## src/rtl/spq_pkg.sv

```systemverilog
// ----------------------------------------------------------------------------
// spq_pkg: shared definitions for the sorted priority queue
// Holds the queue depth, opcode and status codes, and the per-cell
// control bundle.
// ----------------------------------------------------------------------------
`default_nettype none

package spq_pkg;

    // Number of storage cells in the chain.
    localparam int QUEUE_DEPTH = 8;
    // Width of the fill counter; it must be able to hold QUEUE_DEPTH itself.
    localparam int CNT_W = $clog2(QUEUE_DEPTH + 1);

    // Opcodes carried on the input tuser.
    localparam logic OP_INSERT = 1'b0;
    localparam logic OP_REMOVE = 1'b1;

    // Status codes carried on the output tuser.
    localparam logic [1:0] STATUS_DONE  = 2'd0;
    localparam logic [1:0] STATUS_FULL  = 2'd1;
    localparam logic [1:0] STATUS_EMPTY = 2'd2;

    typedef logic signed [31:0] entry_t;
    typedef logic [CNT_W-1:0] count_t;

    // Control bundle handed to every cell in the chain.
    typedef struct packed {
        logic insert;    // shift toward the tail and place the new value
        logic remove;    // shift toward the head
        logic occupied;  // this cell holds a valid entry
    } cell_ctrl_t;

endpackage

`default_nettype wire

```

## src/rtl/spq_cell.sv

```systemverilog
// ----------------------------------------------------------------------------
// spq_cell: one storage cell of the sorted chain
// Holds one entry, decides whether it keeps its value on an insert, and
// otherwise takes the new value or its neighbor's entry.
// ----------------------------------------------------------------------------
`default_nettype none

module spq_cell
    import spq_pkg::*;
(
    input  wire        aclk,
    input  cell_ctrl_t ctrl,
    input  entry_t     new_value,
    input  wire        left_keep,   // neighbor toward the head keeps its entry
    input  entry_t     left_entry,  // entry of the neighbor toward the head
    input  entry_t     right_entry, // entry of the neighbor toward the tail
    output logic       keep,
    output entry_t     entry
);

    entry_t entry_reg;
    entry_t entry_next;

    // A valid entry that is not smaller than the new value stays put, so
    // equal values keep their arrival order.
    assign keep  = ctrl.occupied && !(entry_reg < new_value);
    assign entry = entry_reg;

    // Next entry: hold, take the new value at the insertion point, or shift.
    always_comb begin
        entry_next = entry_reg;
        if (ctrl.insert) begin
            if (keep) begin
                entry_next = entry_reg;
            end else if (left_keep) begin
                entry_next = new_value;
            end else begin
                entry_next = left_entry;
            end
        end else if (ctrl.remove) begin
            entry_next = right_entry;
        end
    end

    // Payload storage needs no reset.
    always_ff @(posedge aclk) begin
        entry_reg <= entry_next;
    end

endmodule

`default_nettype wire

```

## src/rtl/sorted_priority_queue.sv

```systemverilog
// A result word is registered and appears on the master side in the cycle after
// its input word is accepted.
// Throughput: one insert or remove per cycle; the cell chain updates all
// entries in parallel, and a new word enters in the same cycle that the waiting
// result is taken, so a stalled master side stalls the input. Reset clears the
// fill count and the output valid; entries are not cleared, since only cells
// below the count are ever read.
// ----------------------------------------------------------------------------
// sorted_priority_queue: bounded max-priority queue as a chain of cells
// Inserts keep the chain sorted largest first; removes take the head and
// shift the chain one cell toward the head.
// ----------------------------------------------------------------------------
`default_nettype none

module sorted_priority_queue
    import spq_pkg::*;
(
    input  wire         aclk,
    input  wire         aresetn,
    input  wire         s_tvalid,
    output logic        s_tready,
    input  wire  [31:0] s_tdata,  // [31:0] value
    input  wire  [0:0]  s_tuser,  // [0] opcode
    output logic        m_tvalid,
    input  wire         m_tready,
    output logic [39:0] m_tdata,  // [31:0] removed_value, [35:32] entry_count
    output logic [1:0]  m_tuser   // [1:0] status
);

    count_t     fill_count_reg;
    count_t     fill_count_next;
    logic       m_tvalid_reg;
    logic       m_tvalid_next;
    logic [1:0] status_reg;
    logic [1:0] status_next;
    entry_t     removed_reg;
    entry_t     removed_next;
    count_t     out_count_reg;

    logic       s_fire;
    logic       is_full;
    logic       is_empty;
    logic       do_insert;
    logic       do_remove;
    entry_t     in_value;

    logic       keep_w  [QUEUE_DEPTH];
    entry_t     entry_w [QUEUE_DEPTH];
    logic [CNT_W+3:0] count_wide;

    // Handshake and operation decode.
    assign s_tready  = !m_tvalid_reg || m_tready;
    assign s_fire    = s_tvalid && s_tready;
    assign in_value  = s_tdata;
    assign is_full   = (fill_count_reg == CNT_W'(QUEUE_DEPTH));
    assign is_empty  = (fill_count_reg == '0);
    assign do_insert = s_fire && (s_tuser[0] == OP_INSERT) && !is_full;
    assign do_remove = s_fire && (s_tuser[0] == OP_REMOVE) && !is_empty;

    // The chain of cells; the head cell always sees a keeping neighbor.
    for (genvar i = 0; i < QUEUE_DEPTH; i++) begin : g_cell
        cell_ctrl_t ctrl;
        logic       lk;
        entry_t     le;
        entry_t     re;

        assign ctrl.insert   = do_insert;
        assign ctrl.remove   = do_remove;
        assign ctrl.occupied = (CNT_W'(i) < fill_count_reg);

        if (i == 0) begin : g_head
            assign lk = 1'b1;
            assign le = in_value;
        end else begin : g_body
            assign lk = keep_w[i-1];
            assign le = entry_w[i-1];
        end

        if (i == QUEUE_DEPTH - 1) begin : g_tail
            assign re = entry_w[i];
        end else begin : g_mid
            assign re = entry_w[i+1];
        end

        spq_cell u_cell (
            .aclk        (aclk),
            .ctrl        (ctrl),
            .new_value   (in_value),
            .left_keep   (lk),
            .left_entry  (le),
            .right_entry (re),
            .keep        (keep_w[i]),
            .entry       (entry_w[i])
        );
    end

    // Fill count and result word.
    always_comb begin
        fill_count_next = fill_count_reg;
        m_tvalid_next   = m_tvalid_reg;
        status_next     = status_reg;
        removed_next    = removed_reg;
        if (m_tready) begin
            m_tvalid_next = 1'b0;
        end
        if (s_fire) begin
            m_tvalid_next = 1'b1;
            status_next   = STATUS_DONE;
            removed_next  = '0;
            if (s_tuser[0] == OP_INSERT) begin
                if (is_full) begin
                    status_next = STATUS_FULL;
                end else begin
                    fill_count_next = fill_count_reg + 1'b1;
                end
            end else begin
                if (is_empty) begin
                    status_next = STATUS_EMPTY;
                end else begin
                    removed_next    = entry_w[0];
                    fill_count_next = fill_count_reg - 1'b1;
                end
            end
        end
    end

    // Control registers.
    always_ff @(posedge aclk) begin
        if (!aresetn) begin
            fill_count_reg <= '0;
            m_tvalid_reg   <= 1'b0;
        end else begin
            fill_count_reg <= fill_count_next;
            m_tvalid_reg   <= m_tvalid_next;
        end
    end

    // Output payload registers.
    always_ff @(posedge aclk) begin
        status_reg    <= status_next;
        removed_reg   <= removed_next;
        out_count_reg <= s_fire ? fill_count_next : out_count_reg;
    end

    // The count field is four bits wide whatever the depth.
    assign count_wide = {4'b0000, out_count_reg};
    assign m_tvalid   = m_tvalid_reg;
    assign m_tuser    = status_reg;
    assign m_tdata    = {4'b0000, count_wide[3:0], removed_reg};

    // The count never passes the number of cells.
    a_count_bound: assert property (@(posedge aclk) disable iff (!aresetn)
        fill_count_reg <= CNT_W'(QUEUE_DEPTH))
        else $error("fill count above queue depth");

    // A successful insert grows the count by one.
    a_insert_count: assert property (@(posedge aclk) disable iff (!aresetn)
        do_insert |=> fill_count_reg == $past(fill_count_reg) + 1'b1)
        else $error("insert did not grow the count");

    // A remove on an empty queue reports empty and leaves the count at zero.
    a_empty_remove: assert property (@(posedge aclk) disable iff (!aresetn)
        (s_fire && s_tuser[0] == OP_REMOVE && is_empty)
        |=> m_tvalid_reg && status_reg == STATUS_EMPTY && fill_count_reg == '0)
        else $error("empty remove handled wrongly");

    // The two front cells stay in non-increasing order.
    a_head_sorted: assert property (@(posedge aclk) disable iff (!aresetn)
        (fill_count_reg >= CNT_W'(2)) |-> !(entry_w[0] < entry_w[1]))
        else $error("head cells out of order");

endmodule

`default_nettype wire

```

## config.mk

```make
export PLATFORM = sky130hd
export DESIGN_NAME = sorted_priority_queue
export DESIGN_NICKNAME = d
export VERILOG_FILES = /design/src/rtl/spq_pkg.sv /design/src/rtl/spq_cell.sv /design/src/rtl/sorted_priority_queue.sv
export SDC_FILE = /design/constraint.sdc
export NUM_CORES = 1
export LEC_CHECK = 0
export BUFFER_PORTS_ARGS = -buffer_cell sky130_fd_sc_hd__buf_2
export CORE_ASPECT_RATIO = 1.2
export CORE_MARGIN = 2
export CORE_UTILIZATION = 50
export CTS_CLUSTER_SIZE = 40
export DETAILED_ROUTE_END_ITERATION = 10
export PLACE_DENSITY = 0.76
export SYNTH_ARGS = -nofsm -noshare
export SYNTH_HDL_FRONTEND = slang
export SYNTH_SLANG_ARGS = --single-unit
```

## constraint.sdc

```tcl
create_clock -name aclk -period 6.29 [get_ports aclk]
set_input_delay 1.258 -clock aclk [delete_from_list [all_inputs] [get_ports aclk]]
set_output_delay 1.258 -clock aclk [all_outputs]
set_load 0.02 [all_outputs]
```

==> results of run 1 <==
-- per-stage QoR --
stage          std cells  utilization (%)
2_1_floorplan       1721                -
3_3_place_gp        2201             53.4
3_5_place_dp        2201             53.4
4_1_cts             2262             56.2
5_1_grt             2262             56.2
6_report            2263             56.2
-- critical path: cells and delay by family --
family,cells,cell delay (ns)
adder cells (fa/ha/maj),1,0.34
buffers and inverters,2,0.56
AND/OR/NAND/NOR,1,0.06
AO/OA/AOI/OAI,6,2.86
-- kinds of logic after synthesis --
logic type,Yosys count
xor gates and xnor gates,1
DFF,299
other,1
AOI/OAI and AO/OA,440
buffers and inverters,161
adders and majority gates,251
muxes,32
and+or+nand+nor,533
-- routing by layer --
layer / wire length [um] / global-route usage (%) / vias to the layer above / share of wire [%]
met5: 7 / 0 / - / 0.012
met4: 5230 / 22.0 / 2 / 8.7
met3: 5250 / 5.26 / 308 / 8.8
met2: 28100 / 48.6 / 1039 / 47
met1: 21500 / 34.4 / 7709 / 36
li1: - / - / 7097 / -
-- cells in the final DEF (no fill, tap or decap), types with 5 or more instances in the layout --
cell         n
nor2b_1     11
mux2_1      29
a221o_1    196
o21ai_4      6
and3_1      71
a21o_1      11
o21ai_0     37
o21ai_1     10
inv_1       48
nor4_1     131
o211ai_1     8
ha_1       251
nand2_1    167
and4_1       5
clkbuf_16   35
dfxtp_1      5
a211oi_1    13
edfxtp_1   294
nand2b_1     6
nor2_2       5
clkbuf_1     9
a21oi_1    104
a221oi_1     5
o21a_1       7
buf_4       36
buf_2       76
nor3_1      13
nand3_1     20
nand4_1     32
clkinv_1     6
nor2_1      59
clkinv_2     6
-- path summary, 6_finish.rpt --
| kind | cells after the start | from | slack (ns) | end |
|---|---|---|---|---|
| max | 10 | s_tdata[6] | 1.31 | g_cell[3].u_cell.entry[17] |
| min | 2 | m_tvalid | 0.56 | m_tvalid |
| max reg2reg | 8 | g_cell[3].u_cell.entry[6] | 2.15 | g_cell[3].u_cell.entry[17] |
| min reg2reg | 2 | m_tvalid | 0.56 | m_tvalid |
-- power groups by stage --
stage / clock network [uW] / registers, uW / logic [uW]
3_5_place_dp: 0 / 2810 / 1460
5_1_grt: 2020 / 2790 / 1650
4_1_cts: 1940 / 2770 / 1470
2_1_floorplan: 0 / 2720 / 1000
3_3_place_gp: 0 / 2810 / 1400
6_report: 1930 / 2780 / 1510
-- final cells by class --
class	count	area [um^2]
Inverter	48	180
Sequential cell	299	8930
Tap cell	480	601
Clock inverter	17	138
Antenna cell	1	2.50
Timing Repair Buffer	113	671
Fill cell	3080	16600
Multi-Input combinational cell	1261	9890
Clock buffer	44	910
==> out/metrics.yaml, run 1 <==
cts_buffers: 34
grt_overflow: 0
grt.total_usage_pct: 29.5
drive_gt1_share_pct: 10.6
start_util_pct: 51.0
cp_cell_sequence: "buf_2, inv_1, ha_1, a21oi_1, nor2b_1, a2111oi_0, a21oi_1, a211oi_1, a21oi_2, o21ai_4"
synth_top_area_share_pct: 45.6
drc_errors: 0
synth_most_common_cell: "edfxtp_1"
crit_type: "primary input to register"
fp.dieH_um: 219
grt_max_degree: 113
dp_hpwl_um: 42800
placed_cell_area_um2: 20300
finalPower_uw: 6220
fmax_mhz: 201
synth_top_family_by_area: "compound AO/OA/AOI/OAI gates"
insertion_delay_ns: 0.52
final_max_slew_viol_count: 0
leakage_uw: 0.00843
synth_seq_cells: 299
areaGrowthSynthToFinish_pct: 10.2
setup_violations: 0
synthSimpleGateAreaFrac_pct: 14.2
hold_viol_final: 0
antenna_found_initial: 2
clk_path_buf_depth: 3
core_um2: 38000
firstDrtPassIters: 6
dieArea_um2: 40300
ys_seq_area_share_pct: 46.1
cts_tree: "yes"
synthTopCellsByCount: "294 x edfxtp_1, 251 x ha_1, 196 x a221o_1"
rsz0062_at_grt: "false"
crit_path_start_kind: "primary input"
wl_per_cell_um: 26.5
grt_pass1_vias: 16000
cts_sinks: 299
largest_register_ffs: 256
fin_skew_ns: 0.0162
status: "finished, final reports clean"
power_frac_comb_pct: 24.3
detail_route.iter0.violations: 1725
syn_avg_cell_area_um2: 11.3
wirelength_um: 60000
hold_path.class: "register to register"
ys_warn_count: 0
post-route-cell-area_um2: 21300
cts-resized-gates: 0
portBuffers: 76
worst_slew_pin_slew_ns: 1.29
p_int_uw: 4180
rows: 78
p_switching_uw: 2040
ys_top_cells_by_area: "edfxtp_1 46%, ha_1 16%, a221o_1 10%"
h-tree-depth: 2
hold_buffers: 0
drt-vias-per-instance: 7.14
post-cts-setup-buffer-count: 0
async_flop_share_pct: 0
synthMuxAreaShare_pct: 1.86
seq_power_share_pct: 44.7
cp.required_ns: 6.42
synthDistinctLibCells: 64
ios: 81
gp_congestion: 0.944
maxCapViolations: 0
synth_adder_area_share_pct: 16.2
crit_path_max_fanout: 32
synth_edf_count: 294
fin_crit_ns: 4.98
power.share.clock_pct: 31.1
syn-cell-area_um2: 19300
die_x_um: 184
place_ws_ns: 1.02
synth_flop_cell: "edfxtp_1"
netSwitchingFraction_pct: 32.8
synth-compound-area-share_pct: 17.9
synth_cells: 1718
grt_pass1_wl_um: 91500
cts_root_buf: "clkbuf_16"
relSlewSlack_pct: 11.7
path_common_cell: "a21oi_1"
yosys.area.top_type: "edfxtp_1"
fin_tns_setup_ns: 0
num-nets-final: 2045
critical_path.slowest_cell: "a2111oi_0"
antenna_left: 0
synth-xor-area-share_pct: 0.0453
vias: 16200
fin_crit_sh_pct: 79.1
irDropWorstVdd_mv: 0.167
setup_ws_ns: 1.31
clkSlewWorstSetupHoldPaths_ns: 0.06
powerDensity_nw_per_um2: 292
hold_ws_ns: 0.564
setup.worst_path.end_class: "register"
critPathMaxStageDelay_ns: 1.06
cp.arrival_ns: 5.10
Note: power is estimated with default switching activity, not from simulation.
==> inputs of run 2 (changes only) <==
--- a/config.mk
+++ b/config.mk
@@ -11,7 +11,7 @@
 export CORE_UTILIZATION = 50
 export CTS_CLUSTER_SIZE = 40
 export DETAILED_ROUTE_END_ITERATION = 10
-export PLACE_DENSITY = 0.76
+export PLACE_DENSITY = 0.78
 export SYNTH_ARGS = -nofsm -noshare
 export SYNTH_HDL_FRONTEND = slang
 export SYNTH_SLANG_ARGS = --single-unit
==> constraint.sdc (replaced) <==
create_clock -name aclk -period 4.3 [get_ports aclk]
set_input_delay 0.86 -clock aclk [delete_from_list [all_inputs] [get_ports aclk]]
set_output_delay 0.86 -clock aclk [all_outputs]
set_load 0.02 [all_outputs]
==> run 2 against run 1 <==
Wire length grew 3.0%. Sequential power grew 46%. Combinational power is 54% higher. Critical path depth grew 4. Clock skew decreased by 0.0034 ns. Flip-flop and latch count stayed put. Core utilization grew 1.7 points. First-iteration DRC count grew 26%. Final cell count up 2.5%. Largest power group unchanged.
==> out/metrics.yaml, run 2 (synthesis gave the netlist of run 1 again) <==
fin_crit_sh_pct: 86.9
ios: 81  # unchanged
areaGrowthSynthToFinish_pct: 13.5
final_max_slew_viol_count: 0  # unchanged
clk_path_buf_depth: 3  # unchanged
irDropWorstVdd_mv: 0.377  # +120%
maxCapViolations: 0  # unchanged
path_common_cell: "buf_4"
cts_root_buf: "clkbuf_16"
post-cts-setup-buffer-count: 0  # unchanged
core_um2: 38000  # unchanged
clkSlewWorstSetupHoldPaths_ns: 0.06  # about the same
antenna_found_initial: 2  # unchanged
drc_errors: 0  # unchanged
vias: 16500  # +2.3%
fin_tns_setup_ns: 0  # unchanged
final_common_cell: "edfxtp_1"
crit_type: "primary input to register"
fin_crit_ns: 3.74
wirelength_um: 61800  # +3.0%
stdcell_count: 2320  # +2.5%
num-nets-final: 2104  # +2.9%
grt_overflow: 0  # unchanged
fp.dieH_um: 219  # unchanged
place_inst: 2259  # +2.6%
cts_tree: "yes"
hold_viol_final: 0  # unchanged
fmax_mhz: 267
hold_path.startpoint: "m_tvalid"
grt.total_usage_pct: 30.7  # +1.2 points
layout_common_cells: "294 x edfxtp_1, 251 x ha_1, 196 x a221o_1, 167 x nand2_1, 131 x nor4_1"
hold_path.class: "register to register"
crit_path_start_kind: "primary input"
cts_sinks: 299  # unchanged
grt_pass1_vias: 16800  # +5.1%
cp-startpoint: "s_tdata[30]"
dp_hpwl_um: 43900  # +2.6%
dieArea_um2: 40300  # unchanged
status: "finished, final reports clean"
firstDrtPassIters: 8  # +2
relSlewSlack_pct: 22.1  # +10 points
fillerInstances: 3010  # -2.3%
r2r-start: "g_cell[1].u_cell.entry[27]"
die_x_um: 184  # unchanged
finalPower_uw: 9370  # +51%
fin_skew_ns: 0.0128  # -0.00341 ns
antenna_left: 0  # unchanged
cts_buffers: 35  # +2.9%
drive_gt1_share_pct: 13.4  # +2.8 points
wl_per_cell_um: 26.7  # +0.49%
hold_ws_ns: 0.568  # +0.00422 ns
leakage_uw: 0.00879  # +4.2%
setup.worst_path.end_class: "register"
powerDensity_nw_per_um2: 427  # +46%
rsz0062_at_grt: "false"
drt-vias-per-instance: 7.12  # -0.24%
cp.arrival_ns: 4.00  # -1.10 ns
insertion_delay_ns: 0.52  # about the same
setup_violations: 0  # unchanged
crit_buf_inv: 5  # +3
crit_family: "simple AND/OR/NAND/NOR gates"
gp_congestion: 0.961  # +1.8%
grt_pass1_wl_um: 95400  # +4.2%
start_util_pct: 51.0  # unchanged
portBuffers: 76  # unchanged
detail_route.iter0.violations: 2179  # +26%
largest_register_ffs: 256  # unchanged
cts-resized-gates: 0  # unchanged
worst_slew_pin_slew_ns: 1.17  # -0.124 ns
cp.required_ns: 4.57  # -1.85 ns
cp_cell_sequence: "buf_2, inv_1, buf_4, ha_1, nand4_1, nor4_1, buf_4, nand4_1, o2bb2ai_1, a211oi_4, nor2_1, nor2_2, buf_4, a221o_1"
rows: 78  # unchanged
crit_path_max_fanout: 24  # -25%
critical_path.slowest_cell: "nor4_1"
h-tree-depth: 2  # unchanged
grt_max_degree: 157  # +39%
hold_buffers: 0  # unchanged
critPathMaxStageDelay_ns: 0.38  # -0.68 ns
run 2: worst paths after layout:
| kind | endpoint | slack [ns] | cells past startpoint |
|---|---|---|---|
| worst max-delay path | g_cell[3].u_cell.entry[31] | 0.56 | 14 |
| worst min-delay path | m_tvalid | 0.57 | 2 |
| worst max register to register | g_cell[2].u_cell.entry[2] | 0.80 | 11 |
| worst min register to register | m_tvalid | 0.57 | 2 |
run 2: worst min-delay path, stage by stage, from the launching register on:
cell	delay [ns]
dfxtp_1	0.32
nand2b_1	0.11
a21boi_0	0.09
run 2: per-layer routing:
| layer | track usage [%] | up-vias | part of all wire [%] |
|---|---|---|---|
| met1 | 35.7 | 7844 | 35 |
| li1 | - | 7221 | - |
| met4 | 21.6 | 4 | 8.0 |
| met3 | 5.27 | 322 | 9.1 |
| met2 | 51.7 | 1131 | 48 |
| met5 | 0 | - | 0.040 |
run 2: where the power goes:
| part | switching (uW) | internal, uW |
|---|---|---|
| Clock | 1210 | 1770 |
| Sequential | 355 | 3710 |
| Combinational | 1460 | 871 |
| Total | 3020 | 6350 |
run 2: area by class of cell:
| cell class | instances | area [um^2] | share of cell area [%] |
|---|---|---|---|
| multi-input combinational | 1261 | 9890 | 45.1 |
| sequential | 299 | 8930 | 40.7 |
| timing repair buffer | 171 | 1230 | 5.61 |
| clock buffer | 45 | 976 | 4.44 |
| tap | 480 | 601 | 2.74 |
| inverter | 48 | 180 | 0.821 |
| clock inverter | 14 | 141 | 0.644 |
| antenna | 2 | 5.00 | 0.0228 |
run 2: through the flow:
step | util [%] | cell area [um^2] | worst slack, ns
after global routing | 57.8 | 22000 | 0.376
final | 57.8 | 22000 | 0.561
after CTS | 57.8 | 22000 | 0.607
after floorplan | - | 19400 | 0.0910
after global placement | 54.9 | 20800 | 0.152
after detailed placement | 54.9 | 20800 | 0.0886
